## config.mk

```make
export PLATFORM = sky130hd
export DESIGN_NAME = console_text_cleaner_flat
export DESIGN_NICKNAME = d
export VERILOG_FILES = /design/src/sv/ctc_pkg.sv /design/src/sv/ctc_if.sv /design/src/sv/ctc_front.sv /design/src/sv/ctc_queue.sv /design/src/sv/ctc_back.sv /design/src/sv/console_text_cleaner.sv /design/src/flat_wrapper.sv
export SDC_FILE = /design/constraint.sdc
export NUM_CORES = 1
export LEC_CHECK = 0
export BUFFER_PORTS_ARGS = -buffer_cell sky130_fd_sc_hd__buf_2
export CAP_MARGIN = 20
export CORE_UTILIZATION = 27
export CTS_BUF_LIST = sky130_fd_sc_hd__clkbuf_4 sky130_fd_sc_hd__clkbuf_8 sky130_fd_sc_hd__clkbuf_16
export DETAILED_ROUTE_END_ITERATION = 8
export PLACE_DENSITY = 0.54
export SYNTH_ARGS = -nofsm -noshare
export SYNTH_HDL_FRONTEND = slang
export SYNTH_SLANG_ARGS = --single-unit
export TNS_END_PERCENT = 10
```

## constraint.sdc

```tcl
create_clock -name i_clk -period 5.5 [get_ports i_clk]
set_clock_uncertainty 0.1 [all_clocks]
set_input_delay 0 -clock i_clk [delete_from_list [all_inputs] [get_ports i_clk]]
set_output_delay 0 -clock i_clk [all_outputs]
set_load 0.01 [all_outputs]
```

## src/sv/ctc_pkg.sv

```systemverilog
// shared types and constants for the console text cleaner
`default_nettype none
package ctc_pkg;

    localparam int unsigned BYTE_W  = 8;
    localparam int unsigned LEN_W   = 16;
    localparam int unsigned MAX_RES = 3;
    localparam int unsigned Q_DEPTH = 2;

    localparam logic [BYTE_W-1:0] CH_CR     = 8'd13;
    localparam logic [BYTE_W-1:0] CH_LF     = 8'd10;
    localparam logic [BYTE_W-1:0] CH_CARET  = 8'd94;
    localparam logic [BYTE_W-1:0] CH_NUL    = 8'd0;
    localparam logic [BYTE_W-1:0] ESC_LOW   = 8'd48;
    localparam logic [BYTE_W-1:0] ESC_HIGH  = 8'd64;
    localparam logic [LEN_W:0]    ROOM_MARGIN = 17'd3;
    localparam logic [LEN_W-1:0]  TARGET_RESET = 16'd32768;

    typedef enum logic [1:0] {
        PEND_NONE  = 2'd0,
        PEND_LF    = 2'd1,
        PEND_CARET = 2'd2
    } t_pend;

    // one decoded request: up to three bytes to send, last byte may be the terminator
    typedef struct packed {
        logic [1:0]                     cnt;
        logic [MAX_RES-1:0][BYTE_W-1:0] bytes;
        logic                           last;
        logic [LEN_W-1:0]               length;
    } t_op;

endpackage
`default_nettype wire

```

## src/sv/ctc_if.sv

```systemverilog
// stream interfaces for source text and cleaned results
`default_nettype none
interface ctc_in_if import ctc_pkg::*; ();
    logic              valid;
    logic              ready;
    logic [BYTE_W-1:0] in_byte;
    logic              end_of_text;

    modport source (output valid, output in_byte, output end_of_text, input ready);
    modport sink   (input valid, input in_byte, input end_of_text, output ready);
endinterface

interface ctc_out_if import ctc_pkg::*; ();
    logic              valid;
    logic              ready;
    logic [BYTE_W-1:0] out_byte;
    logic              is_last;
    logic [LEN_W-1:0]  out_length;

    modport source (output valid, output out_byte, output is_last, output out_length,
                    input ready);
    modport sink   (input valid, input out_byte, input is_last, input out_length,
                    output ready);
endinterface
`default_nettype wire

```

## src/sv/ctc_front.sv

```systemverilog
// front end: accepts source bytes, tracks lookahead and room, builds byte groups
`default_nettype none
module ctc_front import ctc_pkg::*; (
    input  wire logic              i_clk,
    input  wire logic              i_rst_n,
    input  wire logic              i_valid,
    output logic                   o_ready,
    input  wire logic [BYTE_W-1:0] i_byte,
    input  wire logic              i_eot,
    input  wire logic [LEN_W-1:0]  i_target,
    input  wire logic              i_q_ready,
    output logic                   o_q_valid,
    output t_op                    o_q_op
);

    t_pend            r_pend,  n_pend;
    logic [LEN_W-1:0] r_count, n_count;

    logic [3:0][BYTE_W-1:0] v_b;
    logic [1:0]             v_n;
    logic                   v_step;
    logic                   v_room;
    logic                   accept;

    assign o_ready = i_q_ready;
    assign accept  = i_valid && o_ready;

    always_comb begin
        v_b     = '0;
        v_n     = 2'd0;
        v_step  = 1'b1;
        v_room  = 1'b0;
        n_pend  = PEND_NONE;
        // flush what the lookahead held; a caret followed by an escape byte is dropped with it
        case (r_pend)
            PEND_LF: begin
                v_b[0] = CH_CR;
                v_b[1] = CH_LF;
                v_n    = 2'd2;
                if (!i_eot && i_byte == CH_CR) begin
                    v_step = 1'b0;
                end
            end
            PEND_CARET: begin
                if (!i_eot && i_byte >= ESC_LOW && i_byte <= ESC_HIGH) begin
                    v_step = 1'b0;
                end else begin
                    v_b[0] = CH_CARET;
                    v_n    = 2'd1;
                end
            end
            default: begin
            end
        endcase
        o_q_op.last   = i_eot;
        o_q_op.length = r_count + LEN_W'(v_n);
        if (i_eot) begin
            v_b[v_n] = CH_NUL;
            v_n      = v_n + 2'd1;
            n_count  = '0;
        end else begin
            v_room = ({1'b0, r_count} + (LEN_W+1)'(v_n) + ROOM_MARGIN) <= {1'b0, i_target};
            if (v_step && v_room) begin
                if (i_byte == CH_LF) begin
                    n_pend = PEND_LF;
                end else if (i_byte == CH_CR) begin
                    v_b[v_n]        = CH_CR;
                    v_b[v_n + 2'd1] = CH_LF;
                    v_n             = v_n + 2'd2;
                end else if (i_byte == CH_CARET) begin
                    n_pend = PEND_CARET;
                end else begin
                    v_b[v_n] = i_byte;
                    v_n      = v_n + 2'd1;
                end
            end
            n_count = r_count + LEN_W'(v_n);
        end
        o_q_op.cnt   = v_n;
        o_q_op.bytes = v_b[MAX_RES-1:0];
        o_q_valid    = accept && (v_n != 2'd0);
    end

    always_ff @(posedge i_clk) begin
        if (!i_rst_n) begin
            r_pend  <= PEND_NONE;
            r_count <= '0;
        end else if (accept) begin
            r_pend  <= n_pend;
            r_count <= n_count;
        end
    end

`ifndef NO_ASSERTIONS
    a_eot_clears: assert property (@(posedge i_clk) disable iff (!i_rst_n)
        accept && i_eot |=> r_count == '0 && r_pend == PEND_NONE)
        else $error("string state not cleared after end marker");
    a_eot_pushes: assert property (@(posedge i_clk) disable iff (!i_rst_n)
        accept && i_eot |-> o_q_valid)
        else $error("end marker produced no terminator request");
`endif

endmodule
`default_nettype wire

```

## src/sv/ctc_queue.sv

```systemverilog
// two-entry queue of byte groups between front and back
`default_nettype none
module ctc_queue import ctc_pkg::*; (
    input  wire logic i_clk,
    input  wire logic i_rst_n,
    input  wire logic i_push,
    input  wire t_op  i_op,
    output logic      o_not_full,
    output logic      o_valid,
    output t_op       o_op,
    input  wire logic i_pop
);

    localparam int unsigned PTR_W = $clog2(Q_DEPTH);

    t_op              r_mem [Q_DEPTH];
    logic [PTR_W-1:0] r_wp;
    logic [PTR_W-1:0] r_rp;
    logic [PTR_W:0]   r_cnt;
    logic             do_push;
    logic             do_pop;

    assign o_not_full = r_cnt < (PTR_W+1)'(Q_DEPTH);
    assign o_valid    = r_cnt != '0;
    assign o_op       = r_mem[r_rp];
    assign do_push    = i_push && o_not_full;
    assign do_pop     = i_pop && o_valid;

    always_ff @(posedge i_clk) begin
        if (do_push) begin
            r_mem[r_wp] <= i_op;
        end
    end

    always_ff @(posedge i_clk) begin
        if (!i_rst_n) begin
            r_wp  <= '0;
            r_rp  <= '0;
            r_cnt <= '0;
        end else begin
            if (do_push) begin
                r_wp <= (r_wp == PTR_W'(Q_DEPTH-1)) ? '0 : r_wp + 1'b1;
            end
            if (do_pop) begin
                r_rp <= (r_rp == PTR_W'(Q_DEPTH-1)) ? '0 : r_rp + 1'b1;
            end
            r_cnt <= r_cnt + (PTR_W+1)'(do_push) - (PTR_W+1)'(do_pop);
        end
    end

`ifndef NO_ASSERTIONS
    a_no_overflow: assert property (@(posedge i_clk) disable iff (!i_rst_n)
        r_cnt <= (PTR_W+1)'(Q_DEPTH))
        else $error("queue count beyond depth");
    a_push_dropped: assert property (@(posedge i_clk) disable iff (!i_rst_n)
        !(i_push && !o_not_full))
        else $error("request pushed into full queue");
`endif

endmodule
`default_nettype wire

```

## src/sv/ctc_back.sv

```systemverilog
// back end: sends the bytes of each queued group one per cycle while the result sink is ready
`default_nettype none
module ctc_back import ctc_pkg::*; (
    input  wire logic i_clk,
    input  wire logic i_rst_n,
    input  wire logic i_q_valid,
    input  wire t_op  i_q_op,
    output logic      o_q_pop,
    ctc_out_if.source o_res
);

    logic       r_busy, n_busy;
    t_op        r_op,   n_op;
    logic [1:0] r_idx,  n_idx;
    logic       at_end;
    logic       take;

    assign at_end  = r_idx == (r_op.cnt - 2'd1);
    assign take    = o_res.valid && o_res.ready;
    assign o_q_pop = i_q_valid && (!r_busy || (take && at_end));

    always_comb begin
        case (r_idx)
            2'd0:    o_res.out_byte = r_op.bytes[0];
            2'd1:    o_res.out_byte = r_op.bytes[1];
            default: o_res.out_byte = r_op.bytes[2];
        endcase
        o_res.valid      = r_busy;
        o_res.is_last    = r_op.last && at_end;
        o_res.out_length = (r_op.last && at_end) ? r_op.length : '0;

        n_busy = r_busy;
        n_op   = r_op;
        n_idx  = r_idx;
        if (take && !at_end) begin
            n_idx = r_idx + 2'd1;
        end else if (!r_busy || take) begin
            n_busy = i_q_valid;
            n_op   = i_q_op;
            n_idx  = 2'd0;
        end
    end

    always_ff @(posedge i_clk) begin
        if (!i_rst_n) begin
            r_busy <= 1'b0;
            r_idx  <= 2'd0;
        end else begin
            r_busy <= n_busy;
            r_idx  <= n_idx;
        end
        r_op <= n_op;
    end

`ifndef NO_ASSERTIONS
    a_idx_in_group: assert property (@(posedge i_clk) disable iff (!i_rst_n)
        r_busy |-> r_idx < r_op.cnt)
        else $error("byte index past end of group");
    a_hold_on_stall: assert property (@(posedge i_clk) disable iff (!i_rst_n)
        r_busy && !o_res.ready |=> r_busy && $stable(r_idx))
        else $error("pending result moved while stalled");
`endif

endmodule
`default_nettype wire

```

## src/sv/console_text_cleaner.sv

```systemverilog
// top level of the console text cleaner: front end, request queue, back end
// an accepted item is written into a queue entry, then loaded into the back-end group register that drives results
// throughput: one result per cycle from the back end while the result sink is ready;
// an item is accepted every cycle while the two-entry queue has room, so rate is set
// by results per item (0 to 3, about 1 on plain text, up to 3 with line-break expansion)
// reset (synchronous, active low): queue and back end empty, no lookahead,
// count 0, target_size 32768
`default_nettype none
module console_text_cleaner import ctc_pkg::*; (
    input  wire logic             i_clk,
    input  wire logic             i_rst_n,
    input  wire logic             i_cfg_we,
    input  wire logic [LEN_W-1:0] i_cfg_data,
    ctc_in_if.sink                i_src,
    ctc_out_if.source             o_res
);

    logic [LEN_W-1:0] r_target;
    logic             f_valid;
    t_op              f_op;
    logic             q_not_full;
    logic             q_valid;
    t_op              q_op;
    logic             q_pop;

    always_ff @(posedge i_clk) begin
        if (!i_rst_n) begin
            r_target <= TARGET_RESET;
        end else if (i_cfg_we) begin
            r_target <= i_cfg_data;
        end
    end

    ctc_front u_front (
        .i_clk     (i_clk),
        .i_rst_n   (i_rst_n),
        .i_valid   (i_src.valid),
        .o_ready   (i_src.ready),
        .i_byte    (i_src.in_byte),
        .i_eot     (i_src.end_of_text),
        .i_target  (r_target),
        .i_q_ready (q_not_full),
        .o_q_valid (f_valid),
        .o_q_op    (f_op)
    );

    ctc_queue u_queue (
        .i_clk      (i_clk),
        .i_rst_n    (i_rst_n),
        .i_push     (f_valid),
        .i_op       (f_op),
        .o_not_full (q_not_full),
        .o_valid    (q_valid),
        .o_op       (q_op),
        .i_pop      (q_pop)
    );

    ctc_back u_back (
        .i_clk     (i_clk),
        .i_rst_n   (i_rst_n),
        .i_q_valid (q_valid),
        .i_q_op    (q_op),
        .o_q_pop   (q_pop),
        .o_res     (o_res)
    );

endmodule
`default_nettype wire
```

## src/flat_wrapper.sv

```systemverilog
// flat-port wrapper written by rule: the top's interface ports become plain ports
module console_text_cleaner_flat import ctc_pkg::*;
  (i_clk, i_rst_n, i_cfg_we, i_cfg_data, i_src_valid, i_src_in_byte, i_src_end_of_text, i_src_ready, o_res_valid, o_res_out_byte, o_res_is_last, o_res_out_length, o_res_ready);
  ctc_in_if i_src_i ();
  ctc_out_if o_res_i ();
  input  wire logic i_clk;
  input  wire logic i_rst_n;
  input  wire logic i_cfg_we;
  input  wire logic [LEN_W-1:0] i_cfg_data;
  input wire logic [$bits(i_src_i.valid)-1:0] i_src_valid;
  input wire logic [$bits(i_src_i.in_byte)-1:0] i_src_in_byte;
  input wire logic [$bits(i_src_i.end_of_text)-1:0] i_src_end_of_text;
  output wire logic [$bits(i_src_i.ready)-1:0] i_src_ready;
  output wire logic [$bits(o_res_i.valid)-1:0] o_res_valid;
  output wire logic [$bits(o_res_i.out_byte)-1:0] o_res_out_byte;
  output wire logic [$bits(o_res_i.is_last)-1:0] o_res_is_last;
  output wire logic [$bits(o_res_i.out_length)-1:0] o_res_out_length;
  input wire logic [$bits(o_res_i.ready)-1:0] o_res_ready;
  assign i_src_i.valid = i_src_valid;
  assign i_src_i.in_byte = i_src_in_byte;
  assign i_src_i.end_of_text = i_src_end_of_text;
  assign i_src_ready = i_src_i.ready;
  assign o_res_valid = o_res_i.valid;
  assign o_res_out_byte = o_res_i.out_byte;
  assign o_res_is_last = o_res_i.is_last;
  assign o_res_out_length = o_res_i.out_length;
  assign o_res_i.ready = o_res_ready;
  console_text_cleaner u_core (.i_clk(i_clk), .i_rst_n(i_rst_n), .i_cfg_we(i_cfg_we), .i_cfg_data(i_cfg_data), .i_src(i_src_i), .o_res(o_res_i));
endmodule
```

==> results.toml <==
[sta]
slew_headroom = 0.546
period_share = 0.961
tightest_slew_ps = 664
setup_viol = 0
max_freq_ghz = 0.189
final_hold_viol_count = 0
fin_crit_ps = 5280
slew_viol_final = 0

[place]
post_dp_cell_area_mm2 = 0.00904
post-dp-hpwl_um = 12400
port_buffers = 56
gp_congestion = 0.794

[floorplan]
dieHeight_um = 176
pin_count = 57
die_w_um = 176
initial_core_util = 0.275
num_rows = 63
die-area_mm2 = 0.0311
core_mm2 = 0.0298

[routing]
vias = 5414
dr.pass1.iters = 5
finalWirelength_um = 18000
initialDrtViolationCount = 314
wire_per_inst_um = 15.1
viasPerCell = 4.53
ant_nets = 0
drt_drc_violations_left = 0

[synth]
syn_area_mm2 = 0.00821
ys_ff_latch = 170
yosysWarnings = 0
synth_edf_count = 129
ys_types = 64
synth_nets = 743
syn_area_per_cell_um2 = 12.1
ys_seq_area_frac = 0.572
synth_ff_type = "edfxtp_1"
syn_inst = 679
ys_async_sr_fraction = 0

[final_layout]
stdcell_area_mm2 = 0.0102
layout.nets = 855
drive_above_1_share = 0.261
antenna-diode-count = 0
n_fill_cell = 3019
fin_util = 0.341
area_growth_pct = 23.9

[outcome]
status = "finished, final reports clean"

[global_route]
grt_pass1_wl_um = 28800
grt_pass1_vias = 5320
grt_util_all_layers = 0.120
grt-ovfl-total = 0
grt_max_degree = 44
antenna_found_initial = 0

[cts]
cts_sinks = 170
cts_tree = "built"
clockBufferDepth = 2
cts_buffers = 17
clk_latency_ps = 430
cts_max_level = 4
clockRootBuffer = "clkbuf_16"
clk_pin_slew_ps = 70

[worst_setup_path]
crit_type = "flip-flop to flip-flop"
worstReg2RegEnd = "u_core.u_front.r_count[10]"
crit_path_start_kind = "flip-flop"
end_kind = "flip-flop"
cp_max_fo = 5
worstRegToRegCells = 27
r2r-start = "u_core.u_front.r_pend[0]"
required_ps = 5760
cp.arrival_ps = 5540
ff2ff_setup_slack_ps = 220

[hold_path]
min_to = "u_core.u_front.r_pend[0]"
min_path_cells = 4
worstHoldStart = "i_src_valid"
hp-class = "input port to flip-flop"

[power]
ir_drop_mv = 0.196
total_power_w = 0.00366
leakagePower_nw = 3.93
powerDensity_mw_per_mm2 = 360

[run]
max_cap_viol_count = 0
cells in the mapped netlist (all sizes together) (2+ instances only):
cell | count | area share
nand2b | 4 | 0.0030
nor2b | 17 | 0.013
ha | 31 | 0.047
o211ai | 4 | 0.0037
clkinv | 2 | 0.00092
nand2 | 45 | 0.021
or4 | 2 | 0.0023
fa | 3 | 0.0073
mux2 | 43 | 0.059
o31ai | 3 | 0.0027
buf | 12 | 0.0090
dfxtp | 41 | 0.10
o311a | 2 | 0.0024
inv | 39 | 0.018
a2111o | 3 | 0.0041
o21a | 3 | 0.0027
a22oi | 8 | 0.0073
and4 | 5 | 0.0055
or3 | 6 | 0.0046
a21boi | 4 | 0.0037
clkbuf | 25 | 0.012
a211oi | 2 | 0.0018
a31o | 2 | 0.0021
or2 | 4 | 0.0031
a31oi | 3 | 0.0023
edfxtp | 129 | 0.47
a21o | 3 | 0.0027
o21ai | 11 | 0.0067
o211a | 2 | 0.0024
and3 | 32 | 0.024
a21oi | 23 | 0.015
nor4b | 3 | 0.0040
nor4 | 6 | 0.0064
nor2 | 35 | 0.016
xnor2 | 23 | 0.025
nor3 | 22 | 0.015
o22ai | 2 | 0.0015
xor2 | 20 | 0.021
nand3 | 20 | 0.012
nand4 | 8 | 0.0061
mux2i | 15 | 0.018
and2 | 5 | 0.0038
final cells by class:
class | count | area, µm² | share of cell area
multi-input combinational | 431 | 3330 | 0.327
clock inverter | 14 | 116 | 0.0114
tap | 390 | 488 | 0.0480
sequential | 170 | 4700 | 0.462
timing repair buffer | 130 | 951 | 0.0935
inverter | 41 | 154 | 0.0151
clock buffer | 18 | 433 | 0.0426
layer usage:
layer,track usage,share of wire,vias up
met2,0.186,0.47,98
met1,0.168,0.48,2612
li1,-,-,2689
met4,0.0392,0.0098,0
met3,0.0222,0.037,15
met5,0,0,-
critical path, cell delays in order (launching register included):
cell      delay [ps]
dfxtp_2          330
inv_2             50
ha_4             240
inv_2             50
o211a_1          160
nand2_2           70
ha_2             180
inv_2             60
ha_4             130
inv_2             40
fa_2             390
nor2_4           170
nand2_2           60
xnor2_1          120
ha_1             350
a21oi_2          130
o211ai_1         110
or3_1            400
o211a_4          180
nor3_4           180
xnor2_2          160
ha_2             220
inv_2             40
fa_2             420
nor3_4           210
nand3_2          140
or3_4            400
a21oi_2          120
how the worst max path moves through the flow:
stage	slack (ps)	start	to
6_report	220	u_core.u_front.r_pend[0]	u_core.u_front.r_count[10]
4_1_cts	30	u_core.u_front.r_pend[0]	u_core.u_front.r_count[10]
5_1_grt	-10	u_core.u_front.r_pend[0]	u_core.u_front.r_count[10]
3_3_place_gp	120	u_core.u_front.r_pend[0]	u_core.u_front.r_count[10]
2_1_floorplan	-100	u_core.u_front.r_pend[0]	u_core.u_queue.r_mem[1][0]
3_5_place_dp	-30	u_core.u_front.r_pend[0]	u_core.u_front.r_count[10]
cell usage in the layout (no fill, tap or decap), types with 5 or more instances in the layout:
cell	n
o21ai_0	9
nor3_1	17
buf_2	56
and2_1	5
xnor2_1	22
mux2i_1	15
dfxtp_1	38
or3_1	5
clkinv_4	5
nand2_1	43
a21oi_1	18
nand3_1	18
clkbuf_16	17
a22oi_1	8
nor2b_1	17
inv_2	6
inv_1	33
dlygate4sd3_1	41
buf_4	32
a21oi_2	5
ha_1	26
and3_1	32
nor2_1	34
edfxtp_1	129
xor2_1	20
nand4_1	8
mux2_2	43
flip-flops by register name (all words and copies together), names as in the netlist:
register,cells
u_core.r_target,16
u_core.u_back.o_res.valid,1
u_core.u_back.r_idx,2
u_core.u_back.r_op,43
u_core.u_front.r_count,16
u_core.u_front.r_pend,2
u_core.u_queue.r_cnt,2
u_core.u_queue.r_mem,86
u_core.u_queue.r_rp,1
u_core.u_queue.r_wp,1
cells by family after synthesis:
kind of cell,after synthesis,share of synthesized area
AND/OR/NAND/NOR,217,0.144
buffers and inverters,78,0.0393
multiplexers,58,0.0773
XOR/XNOR,43,0.0459
flip-flops,170,0.572
AO/OA/AOI/OAI,79,0.0668
adder cells (fa/ha/maj),34,0.0546
what timing repair did:
| action | CTS | global route |
|---|---|---|
| hold endpoints to repair | 68 | 0 |
| hold buffers | 41 | 0 |
| cloned | 0 | 0 |
| pin swaps | 4 | 17 |
| gates resized for setup | 2 | 24 |
| setup endpoints to repair | 3 | 12 |
| buffers inserted | 2 | 7 |
power by group:
part / internal [W] / total (W) / switching, W
clock network: 0.000593 / 0.00112 / 0.000525
logic: 0.000321 / 0.000724 / 0.000404
registers: 0.00173 / 0.00182 / 0.0000976
metrics by stage:
step	TNS [ps]	instances	setup slack (ps)	hold WS (ps)
detailed placement	-50.7	1110	-32.4	142
finish	0	1194	217	11.4
floorplan	-4510	679	-105	-1.13
CTS	0	1185	27.3	1.33
global route	-11.9	1194	-11.9	38.3
global placement	0	1109	123	147
Power figures use the tool's default switching activity.
